===== config.mk =====
export PLATFORM = sky130hd
export DESIGN_NAME = sdp_queue
export DESIGN_NICKNAME = d
export VERILOG_FILES = /design/src/rtl/core/sdp_pkg.sv /design/src/rtl/core/sdp_queue.sv
export SDC_FILE = /design/constraint.sdc
export NUM_CORES = 1
export LEC_CHECK = 0
export ABC_AREA = 1
export BUFFER_PORTS_ARGS = -buffer_cell sky130_fd_sc_hd__buf_2
export CAP_MARGIN = 0
export CORE_UTILIZATION = 60
export CTS_CLUSTER_DIAMETER = 200
export DETAILED_ROUTE_END_ITERATION = 12
export HOLD_SLACK_MARGIN = 0.15
export PLACE_DENSITY = 0.82
export SYNTH_ARGS = -nofsm -noshare
export SYNTH_HDL_FRONTEND = slang
export SYNTH_SLANG_ARGS = --single-unit

===== constraint.sdc =====
create_clock -name clk -period 3.7 [get_ports clk]
set_input_delay 1.11 -clock clk [delete_from_list [all_inputs] [get_ports clk]]
set_output_delay 1.11 -clock clk [all_outputs]
set_load 0.05 [all_outputs]

===== src/rtl/core/sdp_pkg.sv =====
`default_nettype none
package sdp_pkg;

	typedef struct packed {
		logic signed [15:0] delta_x;
		logic signed [15:0] delta_y;
		logic               final_neighbour;
	} sdp_in_t;

	typedef struct packed {
		logic        [31:0] density;
		logic signed [47:0] pressure;
	} sdp_out_t;

	// one classified offset: h2 - r2 inside the radius, zero outside
	typedef struct packed {
		logic [23:0] margin;
		logic        final_neighbour;
	} sdp_work_t;

	localparam logic [1:0] CfgKernelRadiusSq = 2'd0;
	localparam logic [1:0] CfgMassPoly6Coef  = 2'd1;
	localparam logic [1:0] CfgGasStiffness   = 2'd2;
	localparam logic [1:0] CfgRestDensity    = 2'd3;

	localparam logic [23:0] KernelRadiusSqReset = 24'd65536;
	localparam logic [31:0] MassPoly6CoefReset  = 32'd53404000;
	localparam logic [15:0] GasStiffnessReset   = 16'd2000;
	localparam logic [31:0] RestDensityReset    = 32'd19660800;

	localparam logic [31:0]        DensityMax  = 32'hFFFF_FFFF;
	localparam logic signed [47:0] PressureMax = 48'sh7FFF_FFFF_FFFF;
	localparam logic signed [47:0] PressureMin = 48'sh8000_0000_0000;

endpackage
`default_nettype wire


===== src/rtl/core/sdp_queue.sv =====
`default_nettype none
module sdp_queue #(
	parameter int DEPTH = 4
) (
	input  wire logic               clk,
	input  wire logic               arst_n,
	input  wire logic               push,
	input  wire sdp_pkg::sdp_work_t push_data,
	output logic                    full,
	input  wire logic               pop,
	output sdp_pkg::sdp_work_t      head,
	output logic                    empty
);

	localparam int PtrW = $clog2(DEPTH);
	localparam int CntW = $clog2(DEPTH + 1);

	sdp_pkg::sdp_work_t mem_q [DEPTH];
	logic [PtrW-1:0]    wr_ptr_q;
	logic [PtrW-1:0]    rd_ptr_q;
	logic [CntW-1:0]    count_q;

	assign full  = (count_q == CntW'(DEPTH));
	assign empty = (count_q == '0);
	assign head  = mem_q[rd_ptr_q];

	always_ff @(posedge clk or negedge arst_n) begin
		if (!arst_n) begin
			wr_ptr_q <= '0;
			rd_ptr_q <= '0;
			count_q  <= '0;
		end else begin
			if (push) begin
				wr_ptr_q <= (wr_ptr_q == PtrW'(DEPTH - 1)) ? '0 : wr_ptr_q + 1'b1;
			end
			if (pop) begin
				rd_ptr_q <= (rd_ptr_q == PtrW'(DEPTH - 1)) ? '0 : rd_ptr_q + 1'b1;
			end
			if (push && !pop) begin
				count_q <= count_q + 1'b1;
			end else if (pop && !push) begin
				count_q <= count_q - 1'b1;
			end
		end
	end

	always_ff @(posedge clk) begin
		if (push) begin
			mem_q[wr_ptr_q] <= push_data;
		end
	end

endmodule
`default_nettype wire


======== After elaboration in Yosys (flattened, before gate mapping) ========
Memories as Yosys holds them, arrays and structs flattened.
Cells that the tools add are included.
word-level totals
  register bits ........................... 7
  RAM bits ................................ 100
  input port bits ......................... 29
  output and inout bits ................... 27
  logic and storage cells ................. 23
  memories ................................ 1
cells by class
  add/sub/neg operators ................... 4
  equal/unequal tests ..................... 3
  mux-type cells .......................... 6
  reductions and logical operators ........ 6
memories
  memory  words  width  read ports  clocked after memory_dff  wr ports  RTL line         text
  mem_q   4      25     1           0                         1         sdp_queue.sv:18  sdp_pkg::sdp_work_t mem_q [DEPTH];
operators by type and width
  kind                                               count
  2-to-1 mux 3 bit                                   2
  adder 2 x 1 -> 2 bit (second input constant)       2
  equality test 2 bit (second input constant)        2
  2-to-1 mux 2 bit                                   2
  adder 3 x 1 -> 3 bit (second input constant)       1
  equality test 3 bit (second input constant)        1
  zero test 3 bit                                    1
  subtractor 3 x 1 -> 3 bit (second input constant)  1
  logical AND 1 bit                                  2
  zero test 1 bit                                    2
  2-to-1 mux 1 bit                                   2
  nonzero test 2 bit                                 1

======== Depth between registers and ports, before layout ========
  depth after elaboration ................. 4
  gate-level depth with buffers ........... 9
  gate-level depth less buffers ........... 9

======== Worst setup path after synthesis ========
Ideal clock, no wire load.
  kind .................................... reg-to-output
  start ................................... register count_q[0]
  end ..................................... output port empty
  arrival time ............................ 1.522 ns
  data required time ...................... 2.590 ns
  slack ................................... 1.068 ns
  cell stages (with the launch flop) ...... 2
  path buffers ............................ 0
  cells stage by stage .................... dfrtp_1 -> nor3_1
on the way
  longest elaborated chain between the ends .. 1
ends and longest elaborated chain
  element                 RTL line         text
  from (decl)             sdp_queue.sv:21  logic [CntW-1:0] count_q;
  from (signal assigned)  sdp_queue.sv:40  count_q <= count_q + 1'b1;
  from (signal assigned)  sdp_queue.sv:42  count_q <= count_q - 1'b1;
  zero test 3 bit         sdp_queue.sv:24  assign empty = (count_q == '0);
  to (decl)               sdp_queue.sv:12  output logic empty
No other way between the ends.

==> results by group <==
CTS
  • Clk_lat worst skew: 0.36 ns
  • CTS Buf Count: 9
  • CTS tree: done
  • Max Buffers Root-to-Sink: 2
  • CTS HTree Levels: 3
  • Root Buffer: clkbuf_8
  • Setup Buffers After CTS: 0
  • Sink Count: 107
  • Post-cts hold buffer count: 0
  • Resized cells post-CTS: 0
  • CTS clk-pin slew, worst paths: ~0.090 ns

Yosys
  • Xor and xnor area share after synthesis: less than 1%
  • Synth Area in Compound Gates: 8.93%
  • Syn Nets: 380
  • Post-Synth Simple-Gate Area: 8.28%
  • Mux cell area share after synthesis: 0%
  • Post-synthesis adder-cell area fraction: 2.15%
  • Mapped Avg Cell Area: 12.9 µm²
  • Syn Std Cell Area: about 4400 µm²
  • Largest family of logic cells by synthesized area: compound AO/OA/AOI/OAI gates
  • Synth cell types: 19
  • Syn Inst Count: 344
  • Register area share after synthesis: 71.8%
  • Yosys top cell by area: edfxtp_1
  • Ranking of synthesized cells by area: edfxtp_1, o211ai_1, nand2_1
  • Synth warnings: 0
  • Register bit total from synthesis: around 110
  • Yosys top cell area share: 67.8%

Setup path
  • WP data required: 2.59 ns
  • Crit-path cells: inv_2 > buf_4 > o211ai_1 > nand2_1 > buf_2
  • Reg-to-Reg Start: rd_ptr_q[1]
  • Critical setup path kind: reg2out
  • Startpoint type of the worst setup path: flop
  • Slowest CP cell: inv_2
  • Critical path capture point type: primary output
  • CP peak stage delay: 0.43 ns
  • Worst Path Arrival: 2.12 ns
  • Crit-path max FO: 35
  • Worst setup path startpoint: rd_ptr_q[0]

Floorplan
  • DIE WIDTH: 87.9 µm
  • Core Region: a little under 7000 µm²
  • Starting density of the core: 63.8%
  • Rows: 30
  • I/O pin count: 56
  • Die area: 7730 µm²
  • Chip height: 87.9 µm

Global routing
  • Gr ovfl total: 0
  • Initial antenna violation count: 0
  • First-pass GRT wire length: 11600 µm
  • Gr usage total: 21.1%
  • Vias in the first global route: 2473
  • Pin count of the biggest net entering global routing: 41

Power and ir drop
  • Power per cell area: 826 nW/µm²
  • Worst IR Drop VDD: 0.000473 V
  • Tot Pwr: approximately 4.1 mW
  • Leak: 2.07 nW

STA
  • Slew HR: 62.7%
  • Final Hold Violating Endpoints: 0
  • Final worst-path cycle share: 87.3%
  • Fin crit period: 3.23 ns
  • Worst Max-Slew Pin Slew: 0.558 ns
  • Final worst slack: 0.470 ns
  • Fmax achieved: 310 MHz
  • RSZ-0062 raised after global routing: false
  • Worst hold slack: 0.510 ns
  • TNS Setup: 0 ns
  • Worst Skew: roughly 0.012 ns
  • Final-report max-slew violation count: 0
  • Final setup fails: 0

Run
  • Max-cap violations: 0

Finish
  • Core Util, Final: approximately 70%
  • Share of post-route cells with drive strength above 1: 19.2%
  • Number of diodes: 0
  • Area growth syn-to-layout: 11.4%
  • Nets@finish: 437

Placed design
  • Pre-CTS setup slack: 0.874 ns
  • GP Congestion: 0.851
  • Port Buf Inserts: 55
  • Post-DP HPWL: 4750 µm

Detailed routing
  • Antenna-violating nets left: 0
  • Vias: ~2600
  • 1st-iter DRT viols: 100
  • Total Wirelength: 7480 µm
  • Vias per Instance: between 5 and 6
  • Residual DRC: 0
  • DR pass1 iterations: 4
  • WL per Instance: 14.9 µm

Min path
  • Hold Path Class: reg2reg
  • Worst hold start: count_q[2]

Run status
  • Status: completed
==> path summary, 6_finish.rpt <==
check / slack (ns) / endpoint / depth (start not counted)
min reg2reg: 0.51 / count_q[2] / 2
max: 0.47 / head[0] / 5
min: 0.51 / count_q[2] / 2
min in group asynchronous: 0.57 / wr_ptr_q[0] / 1
max in group asynchronous: 2.96 / wr_ptr_q[1] / 1
max reg2reg: 2.19 / rd_ptr_q[1] / 4
==> metal layers <==
layer	track usage (%)	share of wire (%)	vias to the layer above	routed length (µm)
met3	3.86	5.6	11	419
met1	25.0	42	1206	3110
met4	11.6	2.0	0	149
li1	-	-	1291	-
met5	0	0	-	0
met2	36.6	51	75	3800
==> worst max-delay path: cells and delay by family, from the launching register on <==
| kind | cells | cell delay [ns] |
|---|---|---|
| buf+inv | 3 | 1.08 |
| flops | 1 | 0.42 |
| compound gates | 1 | 0.13 |
| simple gates | 1 | 0.13 |
==> synthesized netlist by cell type <==
| library cell | n |
|---|---|
| nor2_1 | 1 |
| clkbuf_1 | 1 |
| nand2_1 | 91 |
| edfxtp_1 | 100 |
| buf_6 | 10 |
| o21ai_0 | 3 |
| nand3_1 | 1 |
| dfrtp_1 | 7 |
| buf_2 | 2 |
| fa_1 | 1 |
| o21ai_1 | 1 |
| inv_2 | 2 |
| xnor2_1 | 1 |
| buf_4 | 3 |
| nand4_1 | 1 |
| o211ai_1 | 50 |
| inv_1 | 61 |
| nor3_1 | 2 |
| ha_1 | 6 |
==> logic make-up after synthesis <==
family,count (synthesis)
adder cells (fa/ha/maj),7
XOR/XNOR,1
buffers and inverters,79
flip-flops,107
AND/OR/NAND/NOR,96
AO/OA/AOI/OAI,54
==> layout make-up <==
class	instances	area, µm²
clock inverters	5	61.3
flip-flops and latches	107	3180
clock buffers	11	131
inverters	63	236
multi-input cells	158	866
fillers	483	2010
repair buffers	62	340
well taps	96	120
==> metrics by stage <==
step	instance area, µm²	std cells
global placement	4740	486
finish	4930	502
detailed placement	4740	486
CTS	4930	502
floorplan	4430	344
global route	4930	502
==> power breakdown <==
group	internal [mW]	switching (mW)
Clock	0.316	0.376
Combinational	0.410	1.32
Sequential	1.56	0.0966
==> flip-flops by register name, summed over array words and instances, names as in the netlist <==
| register | cells |
|---|---|
| rd_ptr_q | 2 |
| count_q | 3 |
| wr_ptr_q | 2 |
| mem_q | 100 |
==> layout by cell type (no fill, tap or decap), types with 2 or more instances in the layout <==
cell type     n
inv_1        61
clkbuf_8      9
nand2_1      91
buf_2        55
nor3_1        2
ha_1          6
inv_2         2
o211ai_1     50
clkinvlp_4    3
buf_4         6
edfxtp_1    100
dfrtp_1       7
o21ai_0       3
clkbuf_1      2
(Power assumes the default switching activity.)
