$ cat config.mk
export PLATFORM = sky130hd
export DESIGN_NAME = sdp_front
export DESIGN_NICKNAME = d
export VERILOG_FILES = /design/src/rtl/core/sdp_pkg.sv /design/src/rtl/core/sdp_front.sv
export SDC_FILE = /design/constraint.sdc
export NUM_CORES = 1
export LEC_CHECK = 0
export BUFFER_PORTS_ARGS = -buffer_cell sky130_fd_sc_hd__buf_2
export CAP_MARGIN = 5
export CORE_MARGIN = 5
export CORE_UTILIZATION = 65
export CTS_CLUSTER_DIAMETER = 30
export DETAILED_ROUTE_END_ITERATION = 12
export PLACE_DENSITY_LB_ADDON = 0.08
export SLEW_MARGIN = 10
export SYNTH_ARGS = -nofsm -noshare
export SYNTH_HDL_FRONTEND = slang
export SYNTH_SLANG_ARGS = --single-unit
$ cat constraint.sdc
create_clock -name clk -period 6.5 [get_ports clk]
set_input_delay 0 -clock clk [delete_from_list [all_inputs] [get_ports clk]]
set_output_delay 0 -clock clk [all_outputs]
set_load 0.01 [all_outputs]
$ cat src/rtl/core/sdp_pkg.sv
`default_nettype none
package sdp_pkg;

	typedef struct packed {
		logic signed [15:0] delta_x;
		logic signed [15:0] delta_y;
		logic               final_neighbour;
	} sdp_in_t;

	typedef struct packed {
		logic        [31:0] density;
		logic signed [47:0] pressure;
	} sdp_out_t;

	// one classified offset: h2 - r2 inside the radius, zero outside
	typedef struct packed {
		logic [23:0] margin;
		logic        final_neighbour;
	} sdp_work_t;

	localparam logic [1:0] CfgKernelRadiusSq = 2'd0;
	localparam logic [1:0] CfgMassPoly6Coef  = 2'd1;
	localparam logic [1:0] CfgGasStiffness   = 2'd2;
	localparam logic [1:0] CfgRestDensity    = 2'd3;

	localparam logic [23:0] KernelRadiusSqReset = 24'd65536;
	localparam logic [31:0] MassPoly6CoefReset  = 32'd53404000;
	localparam logic [15:0] GasStiffnessReset   = 16'd2000;
	localparam logic [31:0] RestDensityReset    = 32'd19660800;

	localparam logic [31:0]        DensityMax  = 32'hFFFF_FFFF;
	localparam logic signed [47:0] PressureMax = 48'sh7FFF_FFFF_FFFF;
	localparam logic signed [47:0] PressureMin = 48'sh8000_0000_0000;

endpackage
`default_nettype wire

$ cat src/rtl/core/sdp_front.sv
`default_nettype none
module sdp_front (
	input  wire logic               clk,
	input  wire logic               arst_n,
	input  wire logic               item_valid,
	output logic                    item_stall,
	input  wire sdp_pkg::sdp_in_t   item,
	input  wire logic [23:0]        kernel_radius_sq,
	output logic                    push,
	output sdp_pkg::sdp_work_t      push_data,
	input  wire logic               full
);

	logic        valid_s1;
	logic [31:0] sqx_s1;
	logic [31:0] sqy_s1;
	logic        fin_s1;
	logic [15:0] ax;
	logic [15:0] ay;
	logic [31:0] r2;
	logic        take;

	assign ax = item.delta_x[15] ? 16'(~item.delta_x + 16'd1) : 16'(item.delta_x);
	assign ay = item.delta_y[15] ? 16'(~item.delta_y + 16'd1) : 16'(item.delta_y);

	assign push       = valid_s1 && !full;
	assign item_stall = valid_s1 && full;
	assign take       = item_valid && !item_stall;

	always_ff @(posedge clk or negedge arst_n) begin
		if (!arst_n) begin
			valid_s1 <= 1'b0;
		end else if (take) begin
			valid_s1 <= 1'b1;
		end else if (push) begin
			valid_s1 <= 1'b0;
		end
	end

	always_ff @(posedge clk) begin
		if (take) begin
			sqx_s1 <= ax * ax;
			sqy_s1 <= ay * ay;
			fin_s1 <= item.final_neighbour;
		end
	end

	// r2 is at most 2^31, so the 32-bit sum is exact
	assign r2 = sqx_s1 + sqy_s1;

	always_comb begin
		push_data.final_neighbour = fin_s1;
		if (r2 < {8'd0, kernel_radius_sq}) begin
			push_data.margin = kernel_radius_sq - r2[23:0];
		end else begin
			push_data.margin = 24'd0;
		end
	end

endmodule
`default_nettype wire

==> After elaboration in Yosys (flattened, before gate mapping) <==
Index checks and enable logic that the tools add are counted.
Widths: inputs -> output; s select.
{ "classes": {"muxes": 5, "n_reduce_logical": 6, "bitwise_logic": 2, "n_addsub": 4, "n_lt_le_gt_ge": 1, "multipliers": 2} }
{ "ops": {"columns": ["operator", "count"], "rows": [
  ["$mul 16x16->32", 2],
  ["$add 16x1->16 const B", 2],
  ["$add 32x32->32", 1],
  ["$lt 32x24->1", 1],
  ["$mux 16", 2],
  ["$not 16->16", 2],
  ["$mux 24", 1],
  ["$sub 24x24->24", 1],
  ["$logic_and 1x1->1", 3],
  ["$logic_not 1->1", 2],
  ["$mux 1", 2],
  ["$reduce_bool 2->1", 1]
]} }
{ "word_totals": {"output_inout_bits": 27, "word_cells": 24, "register_bits": 66, "in_bits": 61} }

==> Longest topological paths before layout <==
{ "depth": {"ltp_word": 4, "ltp_mapped": 31, "mapped_depth_nobuf": 30} }

==> Worst setup path after synthesis <==
OpenSTA, ideal clock, no wires.
{ "synth_timing": {"path_type": "input-to-reg", "startpoint": "input port item[17] in the netlist's numbering", "endpoint": "register sqx_s1[28], data pin", "n_path_buf": 1, "path_slack_ns": -0.836, "t_required_ns": 6.240, "setup_ns": 0.260, "t_arrival_ns": 7.077, "stages": 29, "path_cell_list": "inv_1 clkbuf_1 ha_1 nand3_1 or3_1 nand2_1 xor2_1 clkinv_1 nand2_1 inv_1 fa_1 inv_1 fa_1 inv_1 fa_1 fa_1 fa_1 inv_1 fa_1 inv_1 ha_1 nor2b_1 nor4_1 a211oi_1 o31a_1 and3_1 or3_1 a21oi_1 xnor2_1"} }
{ "synth_between": {"elab_chain_cells": 4} }
{ "synth_lines": {"columns": ["element", "line", "text"], "rows": [
  ["start: declaration", "sdp_front.sv:7", "input wire sdp_pkg::sdp_in_t item,"],
  ["$not 16->16", "sdp_front.sv:23", "assign ax = item.delta_x[15] ? 16'(~item.delta_x + 16'd1) : 16'(item.delta_x);"],
  ["$add 16x1->16", "sdp_front.sv:23", null],
  ["$mux 16 (*)", "sdp_front.sv:23", null],
  ["$mul 16x16->32 (*)", "sdp_front.sv:42", "sqx_s1 <= ax * ax;"],
  ["end signal: assignment", "sdp_front.sv:42", null],
  ["end: declaration", "sdp_front.sv:15", "logic [31:0] sqx_s1;"]
]} }
Mark *: on every way between the ends. The rest lies on a longest branch, timed or not.
A chain may end at the register's enable or synchronous reset.

==> Final worst setup path <==
{ "layout_timing": {"startpoint": "input port item[24] in the netlist's numbering", "endpoint": "register sqx_s1[28], data pin"} }
The elaborated chain is that of the path after synthesis.

==> flow_metrics.env <==
export IMPL_status="finished, violations left"
export IMPL_violations="setup timing"
export IMPL_syn_to_final_growth_pct=23.4
export IMPL_cp_required_ns=6.59
export IMPL_cp_common_cell="fa_1"
export IMPL_via_per_inst=5.52
export IMPL_netlist_cell_type_count=70
export IMPL_wl_mm=49.9
export IMPL_io_pins=88
export IMPL_cap_violations=0
export IMPL_cp_depth=25
export IMPL_yosysSeqAreaShare=0.0979
export IMPL_ys_ff_latch=64
export IMPL_groute_usage_overall=0.301
export IMPL_seq_area_mm2=0.00192
export IMPL_clk_pin_slew_ns=0.05
export IMPL_critical_path_max_fanout=7
export IMPL_r2r_cells=3
export IMPL_overflow=0
export IMPL_hold_violations=0
export IMPL_vias=16500
export IMPL_remaining_drc_errors=0
export IMPL_cp_arrival_ns=6.75
export IMPL_max_freq_ghz=0.150
export IMPL_fill_cells=1967
export IMPL_worst_slack_ns=-0.160
export IMPL_fin_crit_ns=6.66
export IMPL_dieWidth_um=184
export IMPL_critPathKind="primary input to register"
export IMPL_holdCritPathClass="primary input to register"
export IMPL_cts_buffers_inserted=9
export IMPL_avgSynthCellArea_um2=8.92
export IMPL_finalMaxSlewViolations=0
export IMPL_maxSlewHeadroom=0.336
export IMPL_tightest_slew_ns=0.972
export IMPL_grt_max_degree=64
export IMPL_dieHeight_um=184
export IMPL_htreeDepth=3
export IMPL_cts_root_buf="clkbuf_16"
export IMPL_cpMaxStageDelayCell="fa_1"
export IMPL_rsz0062_at_grt="yes"
export IMPL_synth_edf_count=63
export IMPL_hold_ws_ns=0.0436
export IMPL_drive_gt1_frac=0.228
export IMPL_clock_latency_ns=0.34
export IMPL_post_place_cells=2955
export IMPL_async_flop_share=0.0156
export IMPL_num_rows=63
export IMPL_initial_core_util=0.659
export IMPL_nets=3260
export IMPL_dp_hpwl_mm=42.4
export IMPL_cp_top_family="adder cells"
export IMPL_crit_reg2reg_launch="valid_s1"
export IMPL_multiInputGateArea_mm2=0.0165
export IMPL_syn_instance_count=2194
export IMPL_period_share=1.02
export IMPL_ant_nets=0
export IMPL_wl_per_cell_um=16.7
export IMPL_worstSetupStartpointType="primary input"
export IMPL_core_area_mm2=0.0297
export IMPL_antenna_cells=0
export IMPL_place_congestion=0.942
export IMPL_crit_path_max_incr_delay_ns=0.56
export IMPL_cts_tree="done"
export IMPL_dieArea_mm2=0.0337
export IMPL_wl_met2_mm=24.6
export IMPL_setup_viol=10
export IMPL_utilization=0.813
export IMPL_top_layer_used="met5"
export IMPL_min_delay_path_depth=2
export IMPL_drtIter0Drc=957
export IMPL_cp_end_kind="register"
export IMPL_cts_buffer_depth=2
export IMPL_cp_startpoint="item[24]"
export IMPL_finClkSkew_ns=0.00431
export IMPL_wl_met1_mm=20.4
export IMPL_final_setup_tns_ns=-1.06
export IMPL_portBuffers=87
export IMPL_synthFlopType="edfxtp_1"
export IMPL_antenna_found_initial=2
export IMPL_hold_start="item[1]"
export IMPL_met3WireLength_mm=3.51
export IMPL_dr_pass1_iters=5
export IMPL_path_buf_inv=5
export IMPL_netlist_area_mm2=0.0196
export IMPL_ys_warn_count=0
export IMPL_first_global_vias=17600
export IMPL_cts_sinks=64
export IMPL_grt_pass1_wl_mm=82.5
export IMPL_fin_cells=2998
==> final cells by class <==
type                    instances  share of cell area
clock buffers                  10             0.00989
repair buffers                414               0.123
well taps                     390              0.0202
inverters                     513              0.0801
clock inverters                 6             0.00383
multi-input cells            1601               0.684
flip-flops and latches         64              0.0793
==> layout by cell type (no fill, tap or decap), types with 9 or more instances in the layout <==
| cell | Yosys | routed |
|---|---|---|
| a211oi_1 | 19 | 15 |
| a21o_1 | 44 | 44 |
| a21oi_1 | 86 | 74 |
| and3_1 | 13 | 10 |
| buf_2 | 3 | 85 |
| buf_4 | 1 | 309 |
| buf_6 | 0 | 15 |
| clkbuf_16 | 0 | 9 |
| conb_1 | 2 | 22 |
| edfxtp_1 | 63 | 63 |
| fa_1 | 327 | 322 |
| ha_1 | 269 | 254 |
| ha_4 | 0 | 13 |
| inv_1 | 499 | 477 |
| inv_2 | 2 | 24 |
| nand2_1 | 167 | 149 |
| nand2_2 | 0 | 12 |
| nand2b_1 | 15 | 14 |
| nand3_1 | 19 | 17 |
| nand4_1 | 17 | 17 |
| nor2_1 | 209 | 192 |
| nor2_2 | 0 | 12 |
| nor2b_1 | 28 | 27 |
| nor3_1 | 22 | 22 |
| o21a_1 | 16 | 16 |
| o21ai_0 | 57 | 42 |
| o21ai_1 | 3 | 11 |
| o21bai_1 | 15 | 14 |
| xnor2_1 | 83 | 79 |
| xor2_1 | 52 | 45 |
==> routing by layer <==
layer | vias up | track usage
met2 | 511 | 0.509
met3 | 103 | 0.0536
met4 | 4 | 0.0805
li1 | 7747 | -
met1 | 8174 | 0.405
met5 | - | 0
==> Yosys cell counts, types with 17 or more instances <==
master	instances	area share
a211oi_1	19	0.0073
a21o_1	44	0.017
a21oi_1	86	0.022
clkbuf_1	32	0.0061
edfxtp_1	63	0.097
fa_1	327	0.33
ha_1	269	0.17
inv_1	499	0.096
nand2_1	167	0.032
nand3_1	19	0.0049
nand4_1	17	0.0054
nor2_1	209	0.040
nor2b_1	28	0.0089
nor3_1	22	0.0056
o21ai_0	57	0.015
xnor2_1	83	0.037
xor2_1	52	0.023
==> sequential cells by signal, summed over array words and instances, names as in the netlist <==
register,count
sqx_s1,31
sqy_s1,31
fin_s1,1
valid_s1,1
==> worst register-to-register path: stages, from the launching register on <==
cell and delay (ns):
dfrtp_1 0.38, and2_1 0.19, nor2b_4 0.11, buf_4 0.64
==> what timing repair did <==
action | CTS | global route
endpoints found under the hold margin | 3 | 0
gates resized for setup | 26 | 119
setup endpoints to repair | 16 | 26
pin swaps | 14 | 62
hold buffers | 4 | 0
buffers inserted | 6 | 17
==> logic make-up after synthesis <==
| kind of cell | Yosys count | synth area share |
|---|---|---|
| fa+ha+maj | 596 | 0.506 |
| buf+inv | 549 | 0.106 |
| simple gates | 537 | 0.125 |
| compound gates | 306 | 0.101 |
| xor+xnor | 137 | 0.0626 |
| flops | 64 | 0.0979 |
| mux | 3 | 0.00153 |
| other cells | 2 | 0.000384 |
==> worst paths after layout <==
kind,to,slack [ns]
max,sqx_s1[28],-0.16
max in group asynchronous,valid_s1,5.91
min in group asynchronous,valid_s1,0.48
min reg2reg,valid_s1,0.74
min,sqy_s1[0],0.04
max reg2reg,sqy_s1[24],4.73
==> stage by stage <==
step / worst slack [ns] / cell area, um^2
4_1_cts: -0.101 / 23600
3_5_place_dp: -0.575 / 23000
3_3_place_gp: -0.510 / 23000
2_1_floorplan: -0.319 / 20000
6_report: -0.160 / 24200
5_1_grt: -0.397 / 24200
Power is left out: the tool's default activity adds up to more than one toggle a clock period on the data nets, which glitch-free logic cannot reach.
